**config.mk**
```make
export PLATFORM = sky130hd
export DESIGN_NAME = packet_header_filter
export DESIGN_NICKNAME = d
export VERILOG_FILES = /design/src/hw/rtl/phf_pkg.sv /design/src/hw/rtl/phf_front.sv /design/src/hw/rtl/phf_queue.sv /design/src/hw/rtl/phf_back.sv /design/src/hw/rtl/packet_header_filter.sv
export SDC_FILE = /design/constraint.sdc
export NUM_CORES = 1
export LEC_CHECK = 0
export CAP_MARGIN = 0
export CORE_UTILIZATION = 55
export DETAILED_ROUTE_END_ITERATION = 16
export DONT_BUFFER_PORTS = 1
export GPL_TIMING_DRIVEN = 0
export PLACE_DENSITY = 0.7
export SLEW_MARGIN = 5
export SYNTH_ARGS = -nofsm -noshare
export SYNTH_HDL_FRONTEND = slang
export SYNTH_SLANG_ARGS = --single-unit
```
**constraint.sdc**
```tcl
create_clock -name i_clk -period 5.22 [get_ports i_clk]
set_clock_uncertainty 0.1 [all_clocks]
set_input_delay 0.261 -clock i_clk [delete_from_list [all_inputs] [get_ports i_clk]]
set_output_delay 0.261 -clock i_clk [all_outputs]
set_load 0.005 [all_outputs]
```
**src/hw/rtl/phf_pkg.sv**
```systemverilog
`default_nettype none

package phf_pkg;

    localparam int MAX_FRAME = 8192;
    localparam int POS_W     = $clog2(MAX_FRAME + 1);
    localparam int LEN_W     = 14;

    localparam logic [POS_W-1:0] MAX_POS   = POS_W'(MAX_FRAME);
    localparam logic [POS_W-1:0] POS_IHL   = POS_W'(14);
    localparam logic [POS_W-1:0] POS_TYPE_HI = POS_W'(12);
    localparam logic [POS_W-1:0] POS_TYPE_LO = POS_W'(13);
    localparam logic [POS_W-1:0] POS_PROTO = POS_W'(23);
    localparam logic [POS_W-1:0] IP_SRC    = POS_W'(26);
    localparam logic [POS_W-1:0] IP_DST    = POS_W'(30);
    localparam logic [POS_W-1:0] ARP_SPA   = POS_W'(28);
    localparam logic [POS_W-1:0] ARP_TPA   = POS_W'(38);

    localparam logic [15:0] ETH_IPV4 = 16'h0800;
    localparam logic [15:0] ETH_ARP  = 16'h0806;

    localparam logic [7:0] PROTO_ICMP = 8'd1;
    localparam logic [7:0] PROTO_TCP  = 8'd6;
    localparam logic [7:0] PROTO_UDP  = 8'd17;

    // Bits of show_mask.
    localparam int SHOW_ETHER = 0;
    localparam int SHOW_ARP   = 1;
    localparam int SHOW_IP    = 2;
    localparam int SHOW_TCP   = 3;
    localparam int SHOW_UDP   = 4;
    localparam int SHOW_ICMP  = 5;
    localparam int SHOW_ALL   = 6;

    // Configuration register indexes.
    localparam int CFG_IDX_W = 3;
    localparam logic [CFG_IDX_W-1:0] CFG_SHOW_MASK      = 3'd0;
    localparam logic [CFG_IDX_W-1:0] CFG_ADDR_FILTER_ON = 3'd1;
    localparam logic [CFG_IDX_W-1:0] CFG_FILTER_ADDR    = 3'd2;
    localparam logic [CFG_IDX_W-1:0] CFG_PORT_FILTER_ON = 3'd3;
    localparam logic [CFG_IDX_W-1:0] CFG_FILTER_PORT    = 3'd4;

    typedef enum logic [2:0] {
        CLS_ARP      = 3'd0,
        CLS_TCP      = 3'd1,
        CLS_UDP      = 3'd2,
        CLS_ICMP     = 3'd3,
        CLS_IP_OTHER = 3'd4,
        CLS_OTHER    = 3'd5
    } t_class;

    typedef struct packed {
        logic [6:0]  show_mask;
        logic        addr_filter_on;
        logic [31:0] filter_addr;
        logic        port_filter_on;
        logic [15:0] filter_port;
    } t_cfg;

    // What the parser hands over for one finished frame.
    typedef struct packed {
        logic [POS_W-1:0] len;
        t_class           cls;
        logic             is_arp;
        logic [3:0]       header_words;
        logic             first_hit;
        logic             second_hit;
        logic [15:0]      port_shift;
        logic             src_hit;
        logic             dst_hit;
    } t_summary;

    typedef struct packed {
        logic             shown;
        logic             dropped;
        t_class           cls;
        logic [LEN_W-1:0] len;
    } t_result;

    // Byte k of the filter address, byte 0 being the first on the wire.
    function automatic logic [7:0] addr_byte(input logic [31:0] addr, input logic [1:0] k);
        logic [7:0] b;
        case (k)
            2'd0:    b = addr[31:24];
            2'd1:    b = addr[23:16];
            2'd2:    b = addr[15:8];
            default: b = addr[7:0];
        endcase
        return b;
    endfunction

endpackage

`default_nettype wire

```
**src/hw/rtl/phf_front.sv**
```systemverilog
`default_nettype none

module phf_front (
    input  wire logic                  i_clk,
    input  wire logic                  i_rst_n,
    input  wire logic                  i_valid,
    input  wire logic [7:0]            i_byte,
    input  wire logic                  i_last,
    input  wire logic                  i_q_full,
    input  wire phf_pkg::t_cfg         i_cfg,
    output logic                       o_ready,
    output logic                       o_push,
    output phf_pkg::t_summary          o_summary
);

    logic [phf_pkg::POS_W-1:0] r_pos, n_pos;
    logic [15:0]               r_kind, n_kind;
    logic [3:0]                r_hw, n_hw;
    logic [7:0]                r_proto, n_proto;
    logic                      r_first_hit, n_first_hit;
    logic                      r_second_hit, n_second_hit;
    logic [15:0]               r_port, n_port;
    logic                      r_src_hit, n_src_hit;
    logic                      r_dst_hit, n_dst_hit;

    logic                      accept;
    logic                      in_range;
    logic [3:0]                hw;
    logic [phf_pkg::POS_W-1:0] start1, start2, off1, off2, t_pos;
    logic                      addr_region;
    logic [15:0]               port_or;
    logic                      is_arp, is_ip;
    phf_pkg::t_class           cls;

    assign o_ready  = !i_q_full;
    assign accept   = i_valid && o_ready;
    assign in_range = r_pos < phf_pkg::MAX_POS;
    assign hw       = (r_pos == phf_pkg::POS_IHL) ? i_byte[3:0] : r_hw;
    assign t_pos    = phf_pkg::POS_IHL + phf_pkg::POS_W'({hw, 2'b00});
    assign port_or  = r_port | {8'h00, i_byte};

    // Address regions depend on the ethertype, which is settled long before them.
    always_comb begin
        addr_region = 1'b0;
        start1      = phf_pkg::IP_SRC;
        start2      = phf_pkg::IP_DST;
        if (r_kind == phf_pkg::ETH_IPV4) begin
            addr_region = 1'b1;
        end else if (r_kind == phf_pkg::ETH_ARP) begin
            addr_region = 1'b1;
            start1      = phf_pkg::ARP_SPA;
            start2      = phf_pkg::ARP_TPA;
        end
        off1 = r_pos - start1;
        off2 = r_pos - start2;
    end

    always_comb begin
        n_pos        = r_pos;
        n_kind       = r_kind;
        n_hw         = r_hw;
        n_proto      = r_proto;
        n_first_hit  = r_first_hit;
        n_second_hit = r_second_hit;
        n_port       = r_port;
        n_src_hit    = r_src_hit;
        n_dst_hit    = r_dst_hit;

        if (accept && in_range) begin
            if (r_pos == phf_pkg::POS_TYPE_HI) begin
                n_kind = {i_byte, 8'h00};
            end
            if (r_pos == phf_pkg::POS_TYPE_LO) begin
                n_kind = r_kind | {8'h00, i_byte};
            end
            n_hw = hw;
            if (r_pos == phf_pkg::POS_PROTO) begin
                n_proto = i_byte;
            end
            if (addr_region) begin
                if (r_pos >= start1 && off1 < phf_pkg::POS_W'(4) &&
                    i_byte != phf_pkg::addr_byte(i_cfg.filter_addr, off1[1:0])) begin
                    n_first_hit = 1'b0;
                end
                if (r_pos >= start2 && off2 < phf_pkg::POS_W'(4) &&
                    i_byte != phf_pkg::addr_byte(i_cfg.filter_addr, off2[1:0])) begin
                    n_second_hit = 1'b0;
                end
            end
            if (r_pos >= phf_pkg::POS_IHL) begin
                if (r_pos == t_pos || r_pos == t_pos + phf_pkg::POS_W'(2)) begin
                    n_port = {i_byte, 8'h00};
                end
                if (r_pos == t_pos + phf_pkg::POS_W'(1)) begin
                    n_port    = port_or;
                    n_src_hit = (port_or == i_cfg.filter_port);
                end
                if (r_pos == t_pos + phf_pkg::POS_W'(3)) begin
                    n_port    = port_or;
                    n_dst_hit = (port_or == i_cfg.filter_port);
                end
            end
            n_pos = r_pos + phf_pkg::POS_W'(1);
        end
    end

    always_comb begin
        is_arp = (n_kind == phf_pkg::ETH_ARP);
        is_ip  = (n_kind == phf_pkg::ETH_IPV4);
        if (is_arp) begin
            cls = phf_pkg::CLS_ARP;
        end else if (!is_ip) begin
            cls = phf_pkg::CLS_OTHER;
        end else if (n_proto == phf_pkg::PROTO_TCP) begin
            cls = phf_pkg::CLS_TCP;
        end else if (n_proto == phf_pkg::PROTO_UDP) begin
            cls = phf_pkg::CLS_UDP;
        end else if (n_proto == phf_pkg::PROTO_ICMP) begin
            cls = phf_pkg::CLS_ICMP;
        end else begin
            cls = phf_pkg::CLS_IP_OTHER;
        end
    end

    assign o_push                 = accept && i_last;
    assign o_summary.len          = n_pos;
    assign o_summary.cls          = cls;
    assign o_summary.is_arp       = is_arp;
    assign o_summary.header_words = n_hw;
    assign o_summary.first_hit    = n_first_hit;
    assign o_summary.second_hit   = n_second_hit;
    assign o_summary.port_shift   = n_port;
    assign o_summary.src_hit      = n_src_hit;
    assign o_summary.dst_hit      = n_dst_hit;

    // The last byte of a frame hands off the summary and starts the next frame clean.
    always_ff @(posedge i_clk) begin
        if (!i_rst_n || o_push) begin
            r_pos        <= '0;
            r_kind       <= '0;
            r_hw         <= '0;
            r_proto      <= '0;
            r_first_hit  <= 1'b1;
            r_second_hit <= 1'b1;
            r_port       <= '0;
            r_src_hit    <= 1'b0;
            r_dst_hit    <= 1'b0;
        end else begin
            r_pos        <= n_pos;
            r_kind       <= n_kind;
            r_hw         <= n_hw;
            r_proto      <= n_proto;
            r_first_hit  <= n_first_hit;
            r_second_hit <= n_second_hit;
            r_port       <= n_port;
            r_src_hit    <= n_src_hit;
            r_dst_hit    <= n_dst_hit;
        end
    end

endmodule

`default_nettype wire

```
**src/hw/rtl/phf_queue.sv**
```systemverilog
`default_nettype none

module phf_queue (
    input  wire logic              i_clk,
    input  wire logic              i_rst_n,
    input  wire logic              i_push,
    input  wire phf_pkg::t_summary i_data,
    input  wire logic              i_pop,
    output logic                   o_full,
    output logic                   o_empty,
    output phf_pkg::t_summary      o_data
);

    phf_pkg::t_summary r_mem [2];
    logic              r_wr_ptr, r_rd_ptr;
    logic [1:0]        r_count;
    logic              do_push, do_pop;

    assign o_full  = (r_count == 2'd2);
    assign o_empty = (r_count == 2'd0);
    assign do_push = i_push && !o_full;
    assign do_pop  = i_pop && !o_empty;
    assign o_data  = r_mem[r_rd_ptr];

    always_ff @(posedge i_clk) begin
        if (do_push) begin
            r_mem[r_wr_ptr] <= i_data;
        end
    end

    always_ff @(posedge i_clk) begin
        if (!i_rst_n) begin
            r_wr_ptr <= 1'b0;
            r_rd_ptr <= 1'b0;
            r_count  <= 2'd0;
        end else begin
            if (do_push) begin
                r_wr_ptr <= !r_wr_ptr;
            end
            if (do_pop) begin
                r_rd_ptr <= !r_rd_ptr;
            end
            if (do_push && !do_pop) begin
                r_count <= r_count + 2'd1;
            end else if (do_pop && !do_push) begin
                r_count <= r_count - 2'd1;
            end
        end
    end

endmodule

`default_nettype wire

```
**src/hw/rtl/phf_back.sv**
```systemverilog
`default_nettype none

module phf_back (
    input  wire logic              i_clk,
    input  wire logic              i_rst_n,
    input  wire logic              i_q_empty,
    input  wire phf_pkg::t_summary i_summary,
    input  wire phf_pkg::t_cfg     i_cfg,
    input  wire logic              i_ready,
    output logic                   o_pop,
    output logic                   o_valid,
    output phf_pkg::t_result       o_result
);

    logic                      r_valid;
    phf_pkg::t_result          r_result, n_result;

    logic [phf_pkg::POS_W-1:0] a1, a2, t_pos, len;
    logic                      a_hit, s_hit, d_hit, p_hit;
    logic                      o_ip, o_tcp, o_udp, o_icmp, o_arp, o_all, disp;
    logic                      is_tcp_udp;

    // Address bytes cut off by a short frame read as zero.
    function automatic logic tail_ok(input logic [phf_pkg::POS_W-1:0] start,
                                     input logic [phf_pkg::POS_W-1:0] flen,
                                     input logic [31:0] addr);
        logic ok;
        ok = 1'b1;
        for (int k = 0; k < 4; k++) begin
            if (start + phf_pkg::POS_W'(k) >= flen &&
                phf_pkg::addr_byte(addr, 2'(k)) != 8'h00) begin
                ok = 1'b0;
            end
        end
        return ok;
    endfunction

    always_comb begin
        len   = i_summary.len;
        a1    = i_summary.is_arp ? phf_pkg::ARP_SPA : phf_pkg::IP_SRC;
        a2    = i_summary.is_arp ? phf_pkg::ARP_TPA : phf_pkg::IP_DST;
        a_hit = (i_summary.first_hit && tail_ok(a1, len, i_cfg.filter_addr)) ||
                (i_summary.second_hit && tail_ok(a2, len, i_cfg.filter_addr)) ||
                !i_cfg.addr_filter_on;

        // A port whose bytes ran past the end of the frame is judged on what arrived.
        t_pos = phf_pkg::POS_IHL + phf_pkg::POS_W'({i_summary.header_words, 2'b00});
        if (len >= t_pos + phf_pkg::POS_W'(2)) begin
            s_hit = i_summary.src_hit;
        end else begin
            s_hit = (i_summary.port_shift == i_cfg.filter_port);
        end
        if (len >= t_pos + phf_pkg::POS_W'(4)) begin
            d_hit = i_summary.dst_hit;
        end else if (len == t_pos + phf_pkg::POS_W'(3)) begin
            d_hit = (i_summary.port_shift == i_cfg.filter_port);
        end else begin
            d_hit = (i_cfg.filter_port == 16'h0000);
        end
        p_hit = !i_cfg.port_filter_on || s_hit || d_hit;

        o_arp  = i_cfg.show_mask[phf_pkg::SHOW_ARP];
        o_ip   = i_cfg.show_mask[phf_pkg::SHOW_IP];
        o_tcp  = i_cfg.show_mask[phf_pkg::SHOW_TCP];
        o_udp  = i_cfg.show_mask[phf_pkg::SHOW_UDP];
        o_icmp = i_cfg.show_mask[phf_pkg::SHOW_ICMP];
        o_all  = i_cfg.show_mask[phf_pkg::SHOW_ALL];

        is_tcp_udp = (i_summary.cls == phf_pkg::CLS_TCP) ||
                     (i_summary.cls == phf_pkg::CLS_UDP);
        disp = o_ip && !o_tcp && !o_udp && !o_icmp;
        case (i_summary.cls)
            phf_pkg::CLS_TCP:      disp = disp || o_tcp;
            phf_pkg::CLS_UDP:      disp = disp || o_udp;
            phf_pkg::CLS_ICMP:     disp = disp || o_icmp;
            default:               disp = disp || o_all;
        endcase

        n_result.cls     = i_summary.cls;
        n_result.len     = phf_pkg::LEN_W'(len);
        n_result.shown   = 1'b0;
        n_result.dropped = 1'b0;
        if (i_summary.cls == phf_pkg::CLS_ARP) begin
            n_result.dropped = !a_hit;
            n_result.shown   = (o_arp && a_hit) || o_all;
        end else if (i_summary.cls == phf_pkg::CLS_OTHER) begin
            n_result.shown = o_all;
        end else if (!a_hit || (is_tcp_udp && !p_hit)) begin
            n_result.dropped = 1'b1;
        end else begin
            n_result.shown = disp || o_all;
        end
    end

    // A queued result is loaded when the output register is empty or being drained.
    assign o_pop    = !i_q_empty && (!r_valid || i_ready);
    assign o_valid  = r_valid;
    assign o_result = r_result;

    always_ff @(posedge i_clk) begin
        if (!i_rst_n) begin
            r_valid <= 1'b0;
        end else if (o_pop) begin
            r_valid <= 1'b1;
        end else if (i_ready) begin
            r_valid <= 1'b0;
        end
    end

    always_ff @(posedge i_clk) begin
        if (o_pop) begin
            r_result <= n_result;
        end
    end

endmodule

`default_nettype wire

```
**src/hw/rtl/packet_header_filter.sv**
```systemverilog
// Ethernet frame classifier and address/port filter.
// Frame bytes enter on the s_axis channel, one byte per transfer, starting at the
// destination MAC; tlast marks the final byte. For each frame one verdict leaves on
// the m_axis channel: shown, dropped, frame class and frame length.
// The cfg channel writes show_mask (0), addr_filter_on (1), filter_addr (2),
// port_filter_on (3) and filter_port (4); it is always ready and should be used
// between frames.
// Throughput is one byte per clock while s_axis_tready is high: the byte parser
// updates its header state in the cycle of each transfer. After the last byte is
// transferred, the parser writes a frame summary into a two-entry queue, and the
// decision stage takes it from there and turns it into the registered result.
// When the receiver stalls, the result holds and up to two further frame summaries
// wait in the queue; s_axis_tready drops only when that queue is full.
// A synchronous active-low reset clears the parser, the queue and the output valid,
// and loads the register defaults (show_mask 62, filters off, address and port 0).
`default_nettype none

module packet_header_filter (
    input  wire logic                           i_clk,
    input  wire logic                           i_rst_n,
    input  wire logic                           i_s_axis_tvalid,
    output logic                                o_s_axis_tready,
    input  wire logic [7:0]                     i_s_axis_tdata,  // [7:0] frame_byte
    input  wire logic                           i_s_axis_tlast,
    output logic                                o_m_axis_tvalid,
    input  wire logic                           i_m_axis_tready,
    // [0] shown, [1] dropped, [4:2] frame_class, [18:5] frame_length, [23:19] zero
    output logic [23:0]                         o_m_axis_tdata,
    input  wire logic                           i_cfg_valid,
    output logic                                o_cfg_ready,
    input  wire logic [phf_pkg::CFG_IDX_W-1:0] i_cfg_index,
    input  wire logic [31:0]                    i_cfg_data
);

    phf_pkg::t_cfg     r_cfg;
    phf_pkg::t_summary push_data, q_data;
    phf_pkg::t_result  result;
    logic              push, pop, q_full, q_empty;

    assign o_cfg_ready = 1'b1;

    always_ff @(posedge i_clk) begin
        if (!i_rst_n) begin
            r_cfg.show_mask      <= 7'd62;
            r_cfg.addr_filter_on <= 1'b0;
            r_cfg.filter_addr    <= 32'h0000_0000;
            r_cfg.port_filter_on <= 1'b0;
            r_cfg.filter_port    <= 16'h0000;
        end else if (i_cfg_valid) begin
            unique case (i_cfg_index)
                phf_pkg::CFG_SHOW_MASK:      r_cfg.show_mask      <= i_cfg_data[6:0];
                phf_pkg::CFG_ADDR_FILTER_ON: r_cfg.addr_filter_on <= i_cfg_data[0];
                phf_pkg::CFG_FILTER_ADDR:    r_cfg.filter_addr    <= i_cfg_data;
                phf_pkg::CFG_PORT_FILTER_ON: r_cfg.port_filter_on <= i_cfg_data[0];
                phf_pkg::CFG_FILTER_PORT:    r_cfg.filter_port    <= i_cfg_data[15:0];
                default: ;
            endcase
        end
    end

    phf_front u_front (
        .i_clk     (i_clk),
        .i_rst_n   (i_rst_n),
        .i_valid   (i_s_axis_tvalid),
        .i_byte    (i_s_axis_tdata),
        .i_last    (i_s_axis_tlast),
        .i_q_full  (q_full),
        .i_cfg     (r_cfg),
        .o_ready   (o_s_axis_tready),
        .o_push    (push),
        .o_summary (push_data)
    );

    phf_queue u_queue (
        .i_clk   (i_clk),
        .i_rst_n (i_rst_n),
        .i_push  (push),
        .i_data  (push_data),
        .i_pop   (pop),
        .o_full  (q_full),
        .o_empty (q_empty),
        .o_data  (q_data)
    );

    phf_back u_back (
        .i_clk     (i_clk),
        .i_rst_n   (i_rst_n),
        .i_q_empty (q_empty),
        .i_summary (q_data),
        .i_cfg     (r_cfg),
        .i_ready   (i_m_axis_tready),
        .o_pop     (pop),
        .o_valid   (o_m_axis_tvalid),
        .o_result  (result)
    );

    assign o_m_axis_tdata = {5'b00000, result.len, result.cls, result.dropped, result.shown};

endmodule

`default_nettype wire

```
## Yosys cells after proc, flatten, opt, wreduce, memory -nomap -nowiden

Memories as Yosys holds them, arrays and structs flattened. A register that Yosys moved wholly into a read port is not among the register bits.
Cells that the tools add are included.

- Bitwise operators: 2
- Reduce and logical (&&, ||, !) cells: 74
- Mux-type cells: 69
- Add/sub/neg operators: 19
- Equality and inequality tests: 33
- Magnitude comparators: 16

Operator list:

| cell | count |
|---|---|
| 14-bit greater-or-equal comparator | 12 |
| 16-bit two-way mux | 8 |
| 14-bit by 2-bit adder with 14-bit output (second input constant) | 8 |
| 14-bit == test | 5 |
| 16-bit by 12-bit == test with 1-bit output (second input constant) | 4 |
| 14-bit by 1-bit adder with 14-bit output (second input constant) | 4 |
| 8-bit two-way mux | 6 |
| 8-bit case mux with 3 select lines | 2 |
| 14-bit by 4-bit == test with 1-bit output (second input constant) | 3 |
| 14-bit two-way mux | 3 |
| 1-bit two-way mux | 35 |
| 16-bit == test | 2 |
| 16-bit by 8-bit OR with 16-bit output | 2 |
| 8-bit nonzero test | 4 |
| 14-bit by 3-bit < comparator with 1-bit output (second input constant) | 2 |
| 14-bit subtractor | 2 |
| 1-bit logical AND | 27 |
| 3-bit two-way mux | 7 |
| 16-bit zero test | 1 |
| 8-bit != test | 2 |
| 1-bit zero test | 15 |
| 1-bit logical OR | 15 |
| 14-bit by 3-bit adder with 14-bit output (second input constant) | 1 |
| 4-bit by 6-bit adder with 7-bit output (first input constant) | 2 |
| 21 further kinds | 41 |

- Memory bits (writable): 84
- Input bits: 49
- Memories: 1
- Logic and storage cells: 236
- Output and inout bits: 27
- Register bits: 143

Memories:

| memory | depth | bits a word | read ports | clocked after Yosys merged registers in | wr ports | RTL line | text |
|---|---|---|---|---|---|---|---|
| u_queue.r_mem | 2 | 42 | 1 | 1 | 1 | phf_queue.sv:14 | `phf_pkg::t_summary r_mem [2];` |

## Longest topological paths before layout

- Depth after elaboration: 15
- Depth in mapped cells: 20
- Mapped depth without buffers: 17

## Hierarchy

From an unflattened synthesis, not the netlist that was laid out.

- Cell total of the unflattened synthesis: 1,152
- Area total of the unflattened synthesis: 12,290.5 µm²

Modules (own cells, without submodules):

| module | cells an instance | instances | area an instance (µm²) |
|---|---|---|---|
| phf_front | 588 | 1 | 4,954.8 |
| phf_queue | 156 | 1 | 3,254.4 |
| packet_header_filter | 238 | 1 | 2,336.0 |
| phf_back | 170 | 1 | 1,745.4 |

## Worst setup path before layout

Ideal clock, no wire load.

- Kind: flip-flop to flip-flop
- Start: register u_front.r_pos[0] in the netlist's numbering
- End: memory u_queue.r_mem[0][11] in the netlist's numbering, data pin
- Path slack: 833 ps
- Data arrival time: 4,025 ps
- Cell stages (with the launch flop): 20
- Required time: 4,858 ps
- Library setup time: 262 ps
- Cells stage by stage: dfxtp_1 clkbuf_1 inv_1 ha_1 nand4b_1 nor3_1 buf_2 nand2_1 mux2i_1 ha_1 clkbuf_1 o21ai_0 xnor2_1 o211ai_1 a21oi_1 nand4b_2 or2_2 o221a_4 buf_12 mux2_4

RTL lines:

| element | RTL line | text |
|---|---|---|
| from (decl) | phf_front.sv:16 | `logic [phf_pkg::POS_W-1:0] r_pos, n_pos;` |
| from (signal assigned) | phf_front.sv:149 | `r_pos <= n_pos;` |
| to (decl) | phf_queue.sv:14 |  |

==> qor.txt <==
Status: completed
Proportion of power drawn by combinational gates: 0.201
Via total after detailed routing: 9300
Initial Util: 0.562
Mapped Cells: 1195
Number of flops mapped to enable cells by yosys: 103
Fraction of power consumed by the clock network: 0.367
Most used flip-flop cell after synthesis: dfxtp_1
Final Worst Setup Slack: 294 ps
Residual overflow from global routing: 0
Fraction of power spent switching nets: 0.283
Global-route usage over all layers: 0.287
Final Cell Area: 13600 µm²
Post-place setup slack: -135 ps
Layout Area Growth over Synthesis: 14.5%
Sort of element at the start of the critical path: register
Clock transition at path regs: 70 ps
Final period utilization: 0.944
Largest incremental delay on the critical path: 610 ps
Number of detailed-route iterations in the first pass: 6
Crit path max-delay cell type: a2111oi_0
Post-DRT Antenna Nets: 0
Total area of multi-input combinational cells: 5800 µm²
Library cells used by synthesis: 72
Number of standard cells in the layout, taps in and fillers out: 1565
Max rail drop VDD: 0.293 mV
Cell Rows: 53
Final Wtd Congestion: 0.913
Arr. time, crit path: 5080 ps
Diode insertion count for antenna repair: 0
Critical path data required time: 5380 ps
Share of Yosys cell area claimed by the top area cell type: 0.261
Number of failing setup endpoints in the final timing report: 0
Number of endpoints with negative hold slack in the final report: 0
WS Path Type: register to register
Cell chosen for the clock root: clkbuf_16
Async set or reset register ratio after synthesis: 0
Vias in the first global route: 9092
Setup repair after global routing missed its margin: false
Final #Nets: 1352
CORE AREA: 21100 µm²
Fraction of final layout cells sized beyond drive strength 1: 0.0984
Pin count of the biggest net entering global routing: 23
Total Die Area: 22200 µm²
Filler cell count in the final layout: 1731
Register area: 5580 µm²
Switching component of the power: 1.36 mW
Synth Register Bits: 227
Most frequent CP cell: clkbuf_2
H-tree level count: 1
Share of power burned in registers: 0.431
Number of DRC markers in iteration 0: 782
Critical Path, Cell by Cell: clkbuf_2, inv_1, ha_1, nand4b_1, nor3_1, clkbuf_4, nand2_1, mux2i_1, ha_2, clkbuf_2, nor2_1, nand4_1, o211ai_1, a2111oi_0, and3_1, o221a_4, buf_12, mux2_4
Type of the worst min-delay path: primary input to register
Y dimension of the die: 149 µm
Maximum clock insertion buffer count: 3
Antenna violations before repair: 0
Mean post-synth cell area: 9.92 µm²
Global-route wire length before repair: 49100 µm
Crit path time final: 4930 ps
Relative slew slack: 0.324
Final hold slack: 14.4 ps
Category of the worst setup path capture point: register
Portion of the post-synthesis area used by sequential elements: 0.470
Residual DRC: 0
Cell Area, Placed: 12300 µm²
Count of port buffers added during placement: 0
Ratio of routed vias to standard cells: 5.94
P per Cell Area: 354 nW/µm²
Number of warnings issued by yosys: 0
Max capacitance violation total: 0
Count of boundary I/O pins: 76
Clock tree from TritonCTS: built
Count of clock tree sinks: 227
Detailed placement HPWL: 22600 µm
Number of buffers inserted during clock tree synthesis: 25
Tightest Pin Transition: 1010 ps
Post-synthesis cell type with the largest combined area: edfxtp_1
DR WL/cell: 19.9 µm
Clock network latency to the later pin of the worst-skew pair: 520 ps
Upper clock frequency limit: 203 MHz
Max-slew violations: 0
Number of placed cells counting well taps: 1478
P_int: 3.44 mW
CP Max Fanout: 10
Die Span X: 149 µm
Total standard cell area after synthesis: 11900 µm²
Ranking of synthesized cells by area: edfxtp_1 26%, dfxtp_1 21%, nand2_1 5.9%, mux2i_1 5.1%, a21boi_0 3.2%
Post-Route WL: 31200 µm
Total chip power: 4.80 mW
Reported leakage power: 4.85 nW
worst paths after layout:
path | start | end | slack (ps) | cells after the start
max | u_front.r_pos[0] | u_queue.r_mem[0][16] | 290 | 18
max reg2reg | u_front.r_pos[0] | u_queue.r_mem[0][16] | 290 | 18
min | i_cfg_index[1] | r_cfg[24] | 10 | 3
min reg2reg | u_front.r_kind[13] | u_front.r_kind[13] | 350 | 2
power by group through the flow:
stage	Clock [mW]	Combinational [mW]	Sequential, mW
final	1.76	0.967	2.07
after global routing	1.85	1.06	2.09
after CTS	1.78	0.967	2.07
after detailed placement	0	0.930	2.11
after global placement	0	0.877	2.11
after floorplan	0	0.668	2.09
stage by stage:
stage	util	TNS [ps]
3_3_place_gp	0.580	0
4_1_cts	0.644	0
2_1_floorplan	-	0
6_report	0.644	0
5_1_grt	0.644	0
3_5_place_dp	0.584	-135
area by class of cell:
cell class                 instances  area share
multi-input combinational        855       0.427
clock buffer                      34      0.0554
inverter                          42      0.0116
sequential                       227       0.411
buffer                            75      0.0272
clock inverter                    11     0.00636
timing repair buffer              46      0.0367
tap                              275      0.0253
cell usage after synthesis (all sizes together) (3+ instances only):
cell type	instances
nor2b	8
xor2	42
edfxtp	103
a31oi	6
nor4b	4
a2111oi	4
or3	9
buf	31
nand2b	7
nand3b	6
xnor2	37
inv	42
and2	28
and3	8
mux2	27
a222oi	8
a21boi	51
nand4b	4
nor3	19
or2	3
a211oi	15
nor4	23
clkbuf	45
nor2	73
nand2	187
nand4	22
or4	5
dfxtp	124
a21o	4
o21ai	34
mux2i	60
o21a	6
ha	30
o211ai	7
nand3	20
a22oi	3
mux4	8
a21oi	49
o31ai	5
layer usage:
metal	up-vias	global-route usage	part of all wire
met2	373	0.492	0.48
li1	4403	-	-
met4	0	0.0847	0.026
met1	4463	0.370	0.42
met3	61	0.0502	0.072
met5	-	0	0
cell usage in the layout (no fill, tap or decap), types with 22 or more instances in the layout:
cell type,netlist,final
mux2i_1,60,60
xor2_1,42,42
nor2_1,73,70
and2_1,28,28
a21oi_1,49,49
edfxtp_1,103,103
inv_1,42,42
dfxtp_1,124,124
clkbuf_1,44,44
nand4_1,22,22
dlygate4sd3_1,0,42
nand2_1,187,187
xnor2_1,37,37
o21ai_0,33,33
a21boi_0,51,51
clkbuf_16,0,27
nor4_1,23,23
ha_1,30,29
sequential cells by signal, summed over array words and instances (netlist names), named ones only:
register and flops:
u_queue.r_count 2, r_cfg 56, u_front.r_first_hit 1, u_front.r_dst_hit 1, u_front.r_pos 14, u_front.r_proto 8
u_front.r_kind 16, u_front.r_hw 4, u_queue.r_mem 84, u_back.o_valid 1, u_queue.r_rd_ptr 1, u_front.r_second_hit 1
u_front.r_port 16, u_front.r_src_hit 1, u_queue.r_wr_ptr 1, u_back.o_result 19
critical path, delay by kind of cell, from the launching register on:
family / cells / cell delay (ps)
adders and majority gates: 2 / 500
muxes: 2 / 600
DFF: 1 / 350
AOI/OAI and AO/OA: 3 / 1030
buffers and inverters: 5 / 1080
and+or+nand+nor: 6 / 980
logic make-up (layout without fill, tap and decap cells):
logic type      Yosys count  in the layout  share of synthesized area
flops                   227            227                      0.470
fa+ha+maj                31             31                     0.0333
mux                      95             95                     0.0937
xor+xnor                 79             79                     0.0583
compound gates          211            211                      0.126
simple gates            432            432                      0.174
buf+inv                 118            208                     0.0442
other cells               2              7                   0.000633
what timing repair did:
action | in CTS | in global routing
hold buffers | 42 | 0
pin swaps | 0 | 1
endpoints found under the setup margin | 14 | 45
endpoints found under the hold margin | 57 | 0
buffers inserted | 0 | 1
gates resized for setup | 2 | 4
Note: power is estimated with default switching activity, not from simulation.
